===== src/rtl/tccw_pkg.sv =====
// Shared constants, types and helper functions of the text console cell writer.
// No dependencies; the top, the engine and the testbench import this package.
package tccw_pkg;

    localparam int SCROLLBACK_LINES = 1024;
    localparam int MAX_COLS = 128;
    localparam int MAX_ROWS = 64;
    localparam int ROWS_LIMIT = (MAX_ROWS < SCROLLBACK_LINES - 1) ? MAX_ROWS
                                                                  : SCROLLBACK_LINES - 1;

    localparam int LINE_W = $clog2(SCROLLBACK_LINES);
    localparam int COL_W = $clog2(MAX_COLS);
    localparam int ADDR_W = LINE_W + COL_W;
    localparam int MEM_DEPTH = SCROLLBACK_LINES * MAX_COLS;

    localparam int CHAR_W = 8;
    localparam int MODE_W = 2;
    localparam int ROW_W = 6;
    localparam int OUT_COL_W = 7;
    localparam int HIST_W = 10;
    localparam int COLS_REG_W = 8;
    localparam int ROWS_REG_W = 7;
    localparam int CFG_IDX_W = 1;
    localparam int CFG_DATA_W = 8;

    localparam logic [MODE_W-1:0] MODE_PUT = 2'd0;
    localparam logic [MODE_W-1:0] MODE_BLINK = 2'd1;
    localparam logic [MODE_W-1:0] MODE_READ = 2'd2;

    localparam logic [CFG_IDX_W-1:0] CFG_COLS = 1'b0;
    localparam logic [CFG_IDX_W-1:0] CFG_ROWS = 1'b1;

    localparam logic [CHAR_W-1:0] CH_NEWLINE = 8'd10;
    localparam logic [CHAR_W-1:0] CH_RETURN = 8'd13;
    localparam logic [CHAR_W-1:0] CH_SPACE = 8'h20;

    localparam logic [COLS_REG_W-1:0] COLS_RESET = 8'd80;
    localparam logic [ROWS_REG_W-1:0] ROWS_RESET = 7'd24;

    typedef enum logic [2:0] {
        ST_INIT,
        ST_IDLE,
        ST_EXEC,
        ST_SCROLL,
        ST_EMIT
    } state_t;

    typedef struct packed {
        logic              we;
        logic [ADDR_W-1:0] waddr;
        logic [CHAR_W-1:0] wdata;
        logic              re;
        logic [ADDR_W-1:0] raddr;
    } mem_req_t;

    typedef struct packed {
        logic                 valid;
        logic [OUT_COL_W-1:0] cursor_column;
        logic [ROW_W-1:0]     cursor_row;
        logic [HIST_W-1:0]    history_count;
        logic [CHAR_W-1:0]    cell_char;
        logic                 cell_cursor;
    } result_t;

    function automatic logic [COLS_REG_W-1:0] eff_cols_f(input logic [COLS_REG_W-1:0] v);
        logic [COLS_REG_W-1:0] c;
        c = v;
        if (c == '0)
        begin
            c = COLS_REG_W'(1);
        end
        if (c > COLS_REG_W'(MAX_COLS))
        begin
            c = COLS_REG_W'(MAX_COLS);
        end
        return c;
    endfunction

    function automatic logic [ROWS_REG_W-1:0] eff_rows_f(input logic [ROWS_REG_W-1:0] v);
        logic [ROWS_REG_W-1:0] r;
        r = v;
        if (r == '0)
        begin
            r = ROWS_REG_W'(1);
        end
        if (r > ROWS_REG_W'(ROWS_LIMIT))
        begin
            r = ROWS_REG_W'(ROWS_LIMIT);
        end
        return r;
    endfunction

endpackage


===== src/rtl/tccw_engine.sv =====
// Terminal engine: cursor, scroll ring, blink and config state, sequencer driving
// the character store. Depends on tccw_pkg.
module tccw_engine (
    input  logic                                clk,
    input  logic                                rst_n,
    input  logic                                item_valid,
    output logic                                item_stall,
    input  logic [tccw_pkg::MODE_W-1:0]         mode,
    input  logic [tccw_pkg::CHAR_W-1:0]         char_code,
    input  logic [tccw_pkg::ROW_W-1:0]          read_row,
    input  logic [tccw_pkg::OUT_COL_W-1:0]      read_col,
    input  logic                                cfg_valid,
    output logic                                cfg_ready,
    input  logic [tccw_pkg::CFG_IDX_W-1:0]      cfg_index,
    input  logic [tccw_pkg::CFG_DATA_W-1:0]     cfg_data,
    input  logic                                out_free,
    output tccw_pkg::result_t                   res,
    output tccw_pkg::mem_req_t                  mem_req,
    input  logic [tccw_pkg::CHAR_W-1:0]         mem_rdata
);

    import tccw_pkg::*;

    state_t state_reg, state_next;
    logic [ADDR_W-1:0] init_addr_reg, init_addr_next;
    logic [COL_W-1:0] clr_col_reg, clr_col_next;
    logic [LINE_W-1:0] clr_line_reg, clr_line_next;
    logic [LINE_W-1:0] base_reg, base_next;
    logic [OUT_COL_W-1:0] cur_col_reg, cur_col_next;
    logic [ROW_W-1:0] cur_row_reg, cur_row_next;
    logic [HIST_W-1:0] hist_reg, hist_next;
    logic skip_reg, skip_next;
    logic mark_reg, mark_next;
    logic [COLS_REG_W-1:0] eff_cols_reg, eff_cols_next;
    logic [ROWS_REG_W-1:0] eff_rows_reg, eff_rows_next;
    logic [CHAR_W-1:0] rd_char_reg, rd_char_next;
    logic rd_mark_reg, rd_mark_next;

    logic [MODE_W-1:0] mode_q_reg;
    logic [CHAR_W-1:0] char_q_reg;
    logic [ROW_W-1:0] rrow_q_reg;
    logic [OUT_COL_W-1:0] rcol_q_reg;
    logic rd_ok_q_reg;

    logic item_accept;
    logic cfg_accept;
    logic rd_in_range;

    assign cfg_ready = (state_reg == ST_IDLE) || (state_reg == ST_INIT);
    assign item_stall = (state_reg != ST_IDLE) || cfg_valid;
    assign item_accept = item_valid && !item_stall;
    assign cfg_accept = cfg_valid && cfg_ready;
    assign rd_in_range = ({1'b0, read_row} < eff_rows_reg)
                      && ({1'b0, read_col} < eff_cols_reg);

    always_ff @(posedge clk or negedge rst_n)
    begin
        if (!rst_n)
        begin
            state_reg <= ST_INIT;
            init_addr_reg <= '0;
            clr_col_reg <= '0;
            clr_line_reg <= '0;
            base_reg <= '0;
            cur_col_reg <= '0;
            cur_row_reg <= '0;
            hist_reg <= '0;
            skip_reg <= 1'b1;
            mark_reg <= 1'b1;
            eff_cols_reg <= COLS_RESET;
            eff_rows_reg <= ROWS_RESET;
        end
        else
        begin
            state_reg <= state_next;
            init_addr_reg <= init_addr_next;
            clr_col_reg <= clr_col_next;
            clr_line_reg <= clr_line_next;
            base_reg <= base_next;
            cur_col_reg <= cur_col_next;
            cur_row_reg <= cur_row_next;
            hist_reg <= hist_next;
            skip_reg <= skip_next;
            mark_reg <= mark_next;
            eff_cols_reg <= eff_cols_next;
            eff_rows_reg <= eff_rows_next;
        end
    end

    always_ff @(posedge clk)
    begin
        rd_char_reg <= rd_char_next;
        rd_mark_reg <= rd_mark_next;
        if (item_accept)
        begin
            mode_q_reg <= mode;
            char_q_reg <= char_code;
            rrow_q_reg <= read_row;
            rcol_q_reg <= read_col;
            rd_ok_q_reg <= rd_in_range;
        end
    end

    always_comb
    begin
        logic [OUT_COL_W:0] col_w;
        logic [ROW_W:0] row_w;
        logic [LINE_W:0] hist_inc;
        logic [LINE_W:0] hist_cap;
        logic [COLS_REG_W-1:0] cfg_cols;
        logic [ROWS_REG_W-1:0] cfg_rows;
        logic scroll;

        state_next = state_reg;
        init_addr_next = init_addr_reg;
        clr_col_next = clr_col_reg;
        clr_line_next = clr_line_reg;
        base_next = base_reg;
        cur_col_next = cur_col_reg;
        cur_row_next = cur_row_reg;
        hist_next = hist_reg;
        skip_next = skip_reg;
        mark_next = mark_reg;
        eff_cols_next = eff_cols_reg;
        eff_rows_next = eff_rows_reg;
        rd_char_next = rd_char_reg;
        rd_mark_next = rd_mark_reg;
        mem_req = '0;
        res = '0;
        col_w = '0;
        row_w = '0;
        hist_inc = '0;
        hist_cap = '0;
        scroll = 1'b0;
        cfg_cols = eff_cols_reg;
        cfg_rows = eff_rows_reg;

        // clamp cursor and history into the new limits
        if (cfg_accept)
        begin
            if (cfg_index == CFG_COLS)
            begin
                cfg_cols = eff_cols_f(cfg_data);
            end
            if (cfg_index == CFG_ROWS)
            begin
                cfg_rows = eff_rows_f(cfg_data[ROWS_REG_W-1:0]);
            end
            eff_cols_next = cfg_cols;
            eff_rows_next = cfg_rows;
            if ({1'b0, cur_col_reg} >= cfg_cols)
            begin
                cur_col_next = OUT_COL_W'(cfg_cols - COLS_REG_W'(1));
            end
            if ({1'b0, cur_row_reg} >= cfg_rows)
            begin
                cur_row_next = ROW_W'(cfg_rows - ROWS_REG_W'(1));
            end
            hist_cap = (LINE_W + 1)'(SCROLLBACK_LINES) - (LINE_W + 1)'(cfg_rows);
            if ({1'b0, hist_reg} > hist_cap)
            begin
                hist_next = hist_cap[HIST_W-1:0];
            end
            skip_next = 1'b1;
            mark_next = 1'b1;
        end

        unique case (state_reg)
            ST_INIT:
            begin
                mem_req.we = 1'b1;
                mem_req.waddr = init_addr_reg;
                mem_req.wdata = CH_SPACE;
                init_addr_next = init_addr_reg + ADDR_W'(1);
                if (init_addr_reg == ADDR_W'(MEM_DEPTH - 1))
                begin
                    state_next = ST_IDLE;
                end
            end
            ST_IDLE:
            begin
                if (item_accept)
                begin
                    mem_req.re = (mode == MODE_READ);
                    mem_req.raddr = {LINE_W'(base_reg + LINE_W'(read_row)), read_col};
                    state_next = ST_EXEC;
                end
            end
            ST_EXEC:
            begin
                rd_char_next = '0;
                rd_mark_next = 1'b0;
                case (mode_q_reg)
                    MODE_PUT:
                    begin
                        if (char_q_reg == CH_NEWLINE)
                        begin
                            col_w = {1'b0, cur_col_reg};
                            row_w = {1'b0, cur_row_reg} + (ROW_W + 1)'(1);
                        end
                        else if (char_q_reg == CH_RETURN)
                        begin
                            col_w = '0;
                            row_w = {1'b0, cur_row_reg};
                        end
                        else
                        begin
                            mem_req.we = 1'b1;
                            mem_req.waddr = {LINE_W'(base_reg + LINE_W'(cur_row_reg)),
                                             cur_col_reg};
                            mem_req.wdata = char_q_reg;
                            col_w = {1'b0, cur_col_reg} + (OUT_COL_W + 1)'(1);
                            row_w = {1'b0, cur_row_reg};
                        end
                        if (col_w >= eff_cols_reg)
                        begin
                            col_w = '0;
                            row_w = row_w + (ROW_W + 1)'(1);
                        end
                        if (row_w >= eff_rows_reg)
                        begin
                            scroll = 1'b1;
                            base_next = base_reg + LINE_W'(1);
                            row_w = eff_rows_reg - ROWS_REG_W'(1);
                            hist_inc = {1'b0, hist_reg} + (LINE_W + 1)'(1);
                            hist_cap = (LINE_W + 1)'(SCROLLBACK_LINES)
                                     - (LINE_W + 1)'(eff_rows_reg);
                            hist_next = (hist_inc > hist_cap) ? hist_cap[HIST_W-1:0]
                                                              : hist_inc[HIST_W-1:0];
                            clr_line_next = LINE_W'(base_reg + LINE_W'(eff_rows_reg));
                            clr_col_next = '0;
                        end
                        cur_col_next = col_w[OUT_COL_W-1:0];
                        cur_row_next = row_w[ROW_W-1:0];
                        skip_next = 1'b1;
                        mark_next = 1'b1;
                    end
                    MODE_BLINK:
                    begin
                        if (skip_reg)
                        begin
                            skip_next = 1'b0;
                        end
                        else
                        begin
                            mark_next = !mark_reg;
                        end
                    end
                    MODE_READ:
                    begin
                        if (rd_ok_q_reg)
                        begin
                            rd_char_next = mem_rdata;
                            rd_mark_next = mark_reg && (rrow_q_reg == cur_row_reg)
                                        && (rcol_q_reg == cur_col_reg);
                        end
                    end
                    default:
                    begin
                    end
                endcase
                if (scroll)
                begin
                    state_next = ST_SCROLL;
                end
                else if (out_free)
                begin
                    res.valid = 1'b1;
                    state_next = ST_IDLE;
                end
                else
                begin
                    state_next = ST_EMIT;
                end
            end
            ST_SCROLL:
            begin
                mem_req.we = 1'b1;
                mem_req.waddr = {clr_line_reg, clr_col_reg};
                mem_req.wdata = CH_SPACE;
                clr_col_next = clr_col_reg + COL_W'(1);
                if (clr_col_reg == COL_W'(MAX_COLS - 1))
                begin
                    state_next = ST_EMIT;
                end
            end
            ST_EMIT:
            begin
                if (out_free)
                begin
                    res.valid = 1'b1;
                    state_next = ST_IDLE;
                end
            end
            default:
            begin
                state_next = ST_IDLE;
            end
        endcase

        res.cursor_column = cur_col_next;
        res.cursor_row = cur_row_next;
        res.history_count = hist_next;
        res.cell_char = rd_char_next;
        res.cell_cursor = rd_mark_next;
    end

endmodule


===== config.mk =====
export PLATFORM = sky130hd
export DESIGN_NAME = tccw_engine
export DESIGN_NICKNAME = d
export VERILOG_FILES = /design/src/rtl/tccw_pkg.sv /design/src/rtl/tccw_engine.sv
export SDC_FILE = /design/constraint.sdc
export NUM_CORES = 1
export LEC_CHECK = 0
export BUFFER_PORTS_ARGS = -buffer_cell sky130_fd_sc_hd__buf_4
export CAP_MARGIN = 20
export CORE_AREA = 2 2 144 146
export DETAILED_ROUTE_END_ITERATION = 8
export DIE_AREA = 0 0 146 148
export PLACE_DENSITY = 0.63
export REMOVE_ABC_BUFFERS = 1
export SLEW_MARGIN = 0
export SYNTH_ARGS = -nofsm -noshare
export SYNTH_HDL_FRONTEND = slang
export SYNTH_SLANG_ARGS = --single-unit

===== constraint.sdc =====
create_clock -name clk -period 17.1 [get_ports clk]
set_input_delay 2.565 -clock clk [delete_from_list [all_inputs] [get_ports clk]]
set_output_delay 2.565 -clock clk [all_outputs]
set_load 0.005 [all_outputs]

==> results of run 1 <==
power groups by stage:
stage | logic (W) | registers, W | clock network, W
final | 0.00104 | 0.000516 | 0.000376
after global routing | 0.00116 | 0.000528 | 0.000395
after CTS | 0.00104 | 0.000514 | 0.000382
after detailed placement | 0.00102 | 0.000519 | 0
after global placement | 0.00100 | 0.000518 | 0
after floorplan | 0.000697 | 0.000466 | 0
cell usage in the layout (no fill, tap or decap), types with 10 or more instances in the layout:
master	count
xnor2_1	44
ha_1	89
nand4_1	22
dfrtp_1	81
inv_1	54
nor3b_1	10
nor2b_1	13
and3_1	28
o21ai_0	63
nand2_1	79
edfxtp_1	24
nand3_1	26
buf_4	131
clkbuf_16	18
a21oi_1	46
mux2i_1	17
nand2b_1	15
a21o_1	16
xor2_1	57
nor3_1	17
nor2_1	73
final timing paths:
path,from,endpoint,cells after the start
setup / recovery,char_q_reg[7],res[17],22
hold / removal,rd_char_reg[7],rd_char_reg[7],1
setup reg to reg,char_q_reg[7],base_reg[9],23
hold reg to reg,rd_char_reg[7],rd_char_reg[7],1
max in group asynchronous,rst_n,state_reg[2],2
min in group asynchronous,rst_n,eff_cols_reg[1],1
routing by layer:
metal / wire length (um) / up-vias / part of all wire
met3: 1392 / 41 / 0.055
met1: 11780 / 3716 / 0.47
met2: 11490 / 256 / 0.46
met4: 580 / 0 / 0.023
li1: - / 3772 / -
met5: 0 / - / 0
worst register-to-register path: stages (launching register included):
cell and delay [ns]:
edfxtp_1 0.38, nor4_1 0.47, nand2_1 0.10, nor3_1 0.55, or2_2 0.25, nor2_1 0.05, a21oi_1 0.18, ha_1 0.25
o21ai_0 0.18, a21oi_1 0.09, o21ai_0 0.38, buf_4 0.26, nor3_1 0.09, xnor2_1 0.25, ha_1 0.30, and3_1 0.20
a221oi_1 0.28, o21a_1 0.42, nand2b_1 0.51, buf_8 0.25, nor3_1 0.10, nand3_1 0.12, nor2_1 0.06, xor2_1 0.13
final cells by class:
class                           instances  area, um2
Sequential cell                       120       3085
Tap cell                              270      337.8
Fill cell                            1915       9314
Clock buffer                           22      475.5
Clock inverter                         10      142.6
Inverter                               55      206.4
Timing Repair Buffer                  133       1006
Multi-Input combinational cell        762       5472
stage by stage:
step / hold slack, ns / cell area (um2) / instances
3_3_place_gp: 0.4630 / 10080 / 1338
2_1_floorplan: 0.4463 / 8758 / 937
6_report: 0.4745 / 10730 / 1372
5_1_grt: 0.4901 / 10730 / 1372
4_1_cts: 0.4763 / 10700 / 1370
3_5_place_dp: 0.4626 / 10080 / 1338
cell families after synthesis:
family	share of synthesized area
xor+xnor	0.09888
mux	0.02979
simple gates	0.1845
compound gates	0.1667
fa+ha+maj	0.1312
flops	0.3449
buf+inv	0.04405
==> flow_metrics.env, run 1 <==
export IMPL_setup_viol=0
export IMPL_crit_buf_inv=2
export IMPL_cts_tree="built"
export IMPL_synth_top_area_share=0.2266
export IMPL_syn_to_final_growth_pct=19.89
export IMPL_reg2reg_setup_slack_ns=11.12
export IMPL_finalCritPeriodShare=0.5220
export IMPL_synth_common_cells="ha_1, dfrtp_1, nand2_1"
export IMPL_finalSetupTns_ns=0
export IMPL_p_switching_w=0.0008414
export IMPL_p_leak_nw=4.966
export IMPL_io_pins=124
export IMPL_ys_seq_area_frac=0.3449
export IMPL_async_flop_share=0.7250
export IMPL_antenna_found_initial=0
export IMPL_synth_seq_cells=120
export IMPL_first_pass_iters=5
export IMPL_cts_max_level=4
export IMPL_ir_drop_mv=0.1612
export IMPL_utilization=0.5352
export IMPL_critPathMaxFanout=11
export IMPL_rsz0062_at_grt="false"
export IMPL_synth_warnings=0
export IMPL_clock_path_buffers=2
export IMPL_max_freq_ghz=0.1120
export IMPL_ant_nets=0
export IMPL_die_height_um=148
export IMPL_grt_busiest_layer="met2"
export IMPL_status="finished clean"
export IMPL_die_area_um2=21610
export IMPL_die_x_um=146
export IMPL_grt_pass1_vias=7463
export IMPL_ctsHoldBuffers=0
export IMPL_start_util=0.4464
export IMPL_power_frac_clock=0.194
export IMPL_syn_area_per_cell_um2=9.129
export IMPL_synth_cell_types=76
export IMPL_finClkSkew_ns=0.01485
export IMPL_powerDensity_nw_per_um2=180.4
export IMPL_cts_sinks=120
export IMPL_cts_root_buf="clkbuf_16"
export IMPL_cts_clk_slew_worst_paths_ns=0.06
export IMPL_viasPerCell=5.674
export IMPL_final_max_slew_violation_count=0
export IMPL_grt_total_usage=0.2367
export IMPL_place_hpwl_mm=18.99
export IMPL_hp_class="flip-flop to flip-flop"
export IMPL_overflow=0
export IMPL_cts_setup_buffers=0
export IMPL_wl_per_cell_um=18.40
export IMPL_insertion_delay_ns=0.43
export IMPL_drive_above_1_share=0.1751
export IMPL_use_met3=0.04691
export IMPL_cp_required_ns=14.53
export IMPL_worstSetupEndpointType="primary output"
export IMPL_yosys_area_top_type="dfrtp_1"
export IMPL_dr_first_iter_drc_count=571
export IMPL_power_w=0.001934
export IMPL_maxCapViolCount=0
export IMPL_combinationalPowerShare=0.539
export IMPL_rows=52
export IMPL_worstSetupStartpointType="flip-flop"
export IMPL_routed_wl_mm=25.25
export IMPL_numCtsBuffers=17
export IMPL_crit_top_cell="a21oi_1"
export IMPL_num_vias=7785
export IMPL_port_buffers=123
export IMPL_cpMaxStageDelayCell="nor3_1"
export IMPL_slew_headroom=0.3289
export IMPL_final_nets=1226
export IMPL_switching_share=0.4349
export IMPL_final_hold_viol_count=0
export IMPL_route_detailed_drc=0
export IMPL_synth_most_common_cell="ha_1"
export IMPL_cp_arrival_ns=6.36
export IMPL_diodes=0
export IMPL_synth_cells=980
export IMPL_synth_area_leaders="dfrtp_1, ha_1, edfxtp_1"
export IMPL_post_place_ws_ns=8.155
export IMPL_cpLargestDelayFamily="simple AND/OR/NAND/NOR gates"
export IMPL_largest_register_ffs=17
export IMPL_grt_start_max_net_pins=70
export IMPL_worst_slew_pin_slew_ns=1.007
export IMPL_internal_power_w=0.001093
export IMPL_grt_use_met1=0.3267
export IMPL_path_cells="nor4_1, nand2_1, nor3_1, or2_2, nor2_1, a21oi_1, ha_1, o21ai_0, a21oi_1, o21ai_0, buf_4, nor3_1, xnor2_1, ha_1, and3_1, a221oi_1, o21a_1, nand2b_1, a21oi_1, nor3b_1, a221oi_1, buf_4"
export IMPL_worstSetupPathType="flip-flop to primary output"
export IMPL_syn_area_um2=8946
export IMPL_synth_edf_count=24
export IMPL_gp_congestion=0.9293
export IMPL_power_frac_seq=0.267
export IMPL_grt_pass1_wl_mm=40.47
export IMPL_core_area_um2=20040
export IMPL_fin_crit_ns=8.926
export IMPL_critPathMaxStageDelay_ns=0.55
export IMPL_fin_ws_ns=8.174
export IMPL_cts_resized=0
export IMPL_met2_usage=0.3743
export IMPL_synthFlopType="dfrtp_1"
No activity file was read; power rests on OpenSTA's default activity.
==> run 2, diff against run 1 <==
Clock period 17.1 ns to 9.3 ns, I/O delays scaled along.
==> run 2 against run 1 <==
Effect of this change: clock power grew 98%; utilization grew 0.14 points; non-clock buffer count shrank 1; worst setup slack lost 6.5 ns; largest cell class unchanged; highest routed layer unchanged.
==> flow_metrics.env, run 2 (synthesis results as in run 1) <==
export IMPL_layout_commonest_cell="buf_4"
export IMPL_setup_viol=0
export IMPL_core_area_um2=20040
export IMPL_final_hold_viol_count=0
export IMPL_cts_root_buf="clkbuf_16"
export IMPL_worst_slew_pin_slew_ns=1.013
export IMPL_worstSetupStartpointType="flip-flop"
export IMPL_utilization=0.5366
export IMPL_insertion_delay_ns=0.42
export IMPL_final_max_slew_violation_count=0
export IMPL_reg2reg_setup_slack_ns=3.51
export IMPL_crit_top_cell="buf_4"
export IMPL_routed_wl_mm=25.51
export IMPL_largest_register_ffs=17
export IMPL_final_nets=1225
export IMPL_fin_ws_ns=1.674
export IMPL_max_freq_ghz=0.1311
export IMPL_finalSetupTns_ns=0
export IMPL_gp_congestion=0.8716
export IMPL_powerDensity_nw_per_um2=334.0
export IMPL_grt_start_max_net_pins=48
export IMPL_dp_cells=1339
export IMPL_clock_path_buffers=2
export IMPL_instances_no_fill=1371
export IMPL_cts_clk_slew_worst_paths_ns=0.06
export IMPL_grt_pass1_wl_mm=41.04
export IMPL_start_util=0.4464
export IMPL_ant_nets=0
export IMPL_diodes=0
export IMPL_num_vias=7873
export IMPL_die_height_um=148
export IMPL_die_area_um2=21610
export IMPL_post_place_ws_ns=2.144
export IMPL_rows=52
export IMPL_ir_drop_mv=0.1905
export IMPL_maxCapViolCount=0
export IMPL_hp_class="flip-flop to flip-flop"
export IMPL_port_buffers=123
export IMPL_ctsHoldBuffers=0
export IMPL_syn_to_final_growth_pct=20.20
export IMPL_status="finished clean"
export IMPL_io_pins=124
export IMPL_worstSetupEndpointType="primary output"
export IMPL_place_hpwl_mm=19.09
export IMPL_path_cells="nor4_1, nand2_1, nor3_1, or2_2, nor2_1, a21oi_1, ha_1, o21ai_0, a21oi_1, o21ai_0, buf_4, a211o_1, nand2_1, and3_1, ha_1, and3_1, a221oi_1, o21a_1, nand2b_1, buf_4, and2_4, a221o_1, buf_4"
export IMPL_finalCritPeriodShare=0.8201
export IMPL_numCtsBuffers=17
export IMPL_drive_above_1_share=0.1753
export IMPL_power_w=0.003591
export IMPL_critPathMaxFanout=25
export IMPL_cp_required_ns=7.91
export IMPL_first_pass_iters=6
export IMPL_cts_max_level=4
export IMPL_grt_pass1_vias=7444
export IMPL_cts_setup_buffers=0
export IMPL_worstSetupPathType="flip-flop to primary output"
export IMPL_finClkSkew_ns=0.008839
export IMPL_fin_crit_ns=7.626
export IMPL_antenna_found_initial=0
export IMPL_mostFrequentLayoutCells="buf_4, ha_1, dfrtp_1"
export IMPL_slew_headroom=0.3197
export IMPL_overflow=0
export IMPL_grt_total_usage=0.2388
export IMPL_p_leak_nw=4.977
export IMPL_cts_sinks=120
export IMPL_critPathMaxStageDelay_ns=0.68
export IMPL_viasPerCell=5.743
export IMPL_cts_resized=0
export IMPL_rsz0062_at_grt="false"
export IMPL_route_detailed_drc=0
export IMPL_cp_arrival_ns=6.23
export IMPL_die_x_um=146
export IMPL_cts_tree="built"
export IMPL_wl_per_cell_um=18.60
export IMPL_dr_first_iter_drc_count=572
export IMPL_cpMaxStageDelayCell="nor3_1"
-- run 2: power by group --
part,total [W],internal (W),switching [W]
registers,0.000951,0.000701,0.000251
clock network,0.000744,0.000488,0.000256
logic,0.00190,0.000861,0.00103
-- run 2: through the flow --
step                hold slack (ns)  area [um2]
floorplan                    0.4463        8758
global placement             0.4643       10090
detailed placement           0.4666       10090
CTS                          0.4829       10750
global route                 0.5064       10750
finish                       0.4758       10750
-- run 2: worst max-delay path: cells and delay by family (launching register included) --
kind | cells | cell delay, ns
compound gates | 8 | 1.63
simple gates | 10 | 2.57
fa+ha+maj | 2 | 0.53
buf+inv | 3 | 0.68
flops | 1 | 0.38
-- run 2: worst paths after layout --
kind	start	to	depth (start not counted)
worst max register to register	char_q_reg[7]	base_reg[9]	24
worst min register to register	rd_mark_reg	rd_mark_reg	2
worst min-delay path	rd_mark_reg	rd_mark_reg	2
min in group asynchronous	rst_n	eff_cols_reg[1]	1
max in group asynchronous	rst_n	clr_line_reg[7]	2
worst max-delay path	char_q_reg[7]	res[18]	23
-- run 2: final cells by class --
type / count / area, um2
clock buffer: 23 / 499.2
clock inverter: 9 / 161.4
fill: 1876 / 9286
inverter: 55 / 206.4
multi-input combinational: 762 / 5472
sequential: 120 / 3085
tap: 270 / 337.8
timing repair buffer: 132 / 991.0
-- run 2: per-layer routing --
layer  share of wire  vias up  track usage
li1                -     3769            -
met1            0.46     3816       0.3357
met2            0.46      259       0.3785
met3           0.062       29      0.04290
met4           0.019        0      0.06990
met5               0        -            0
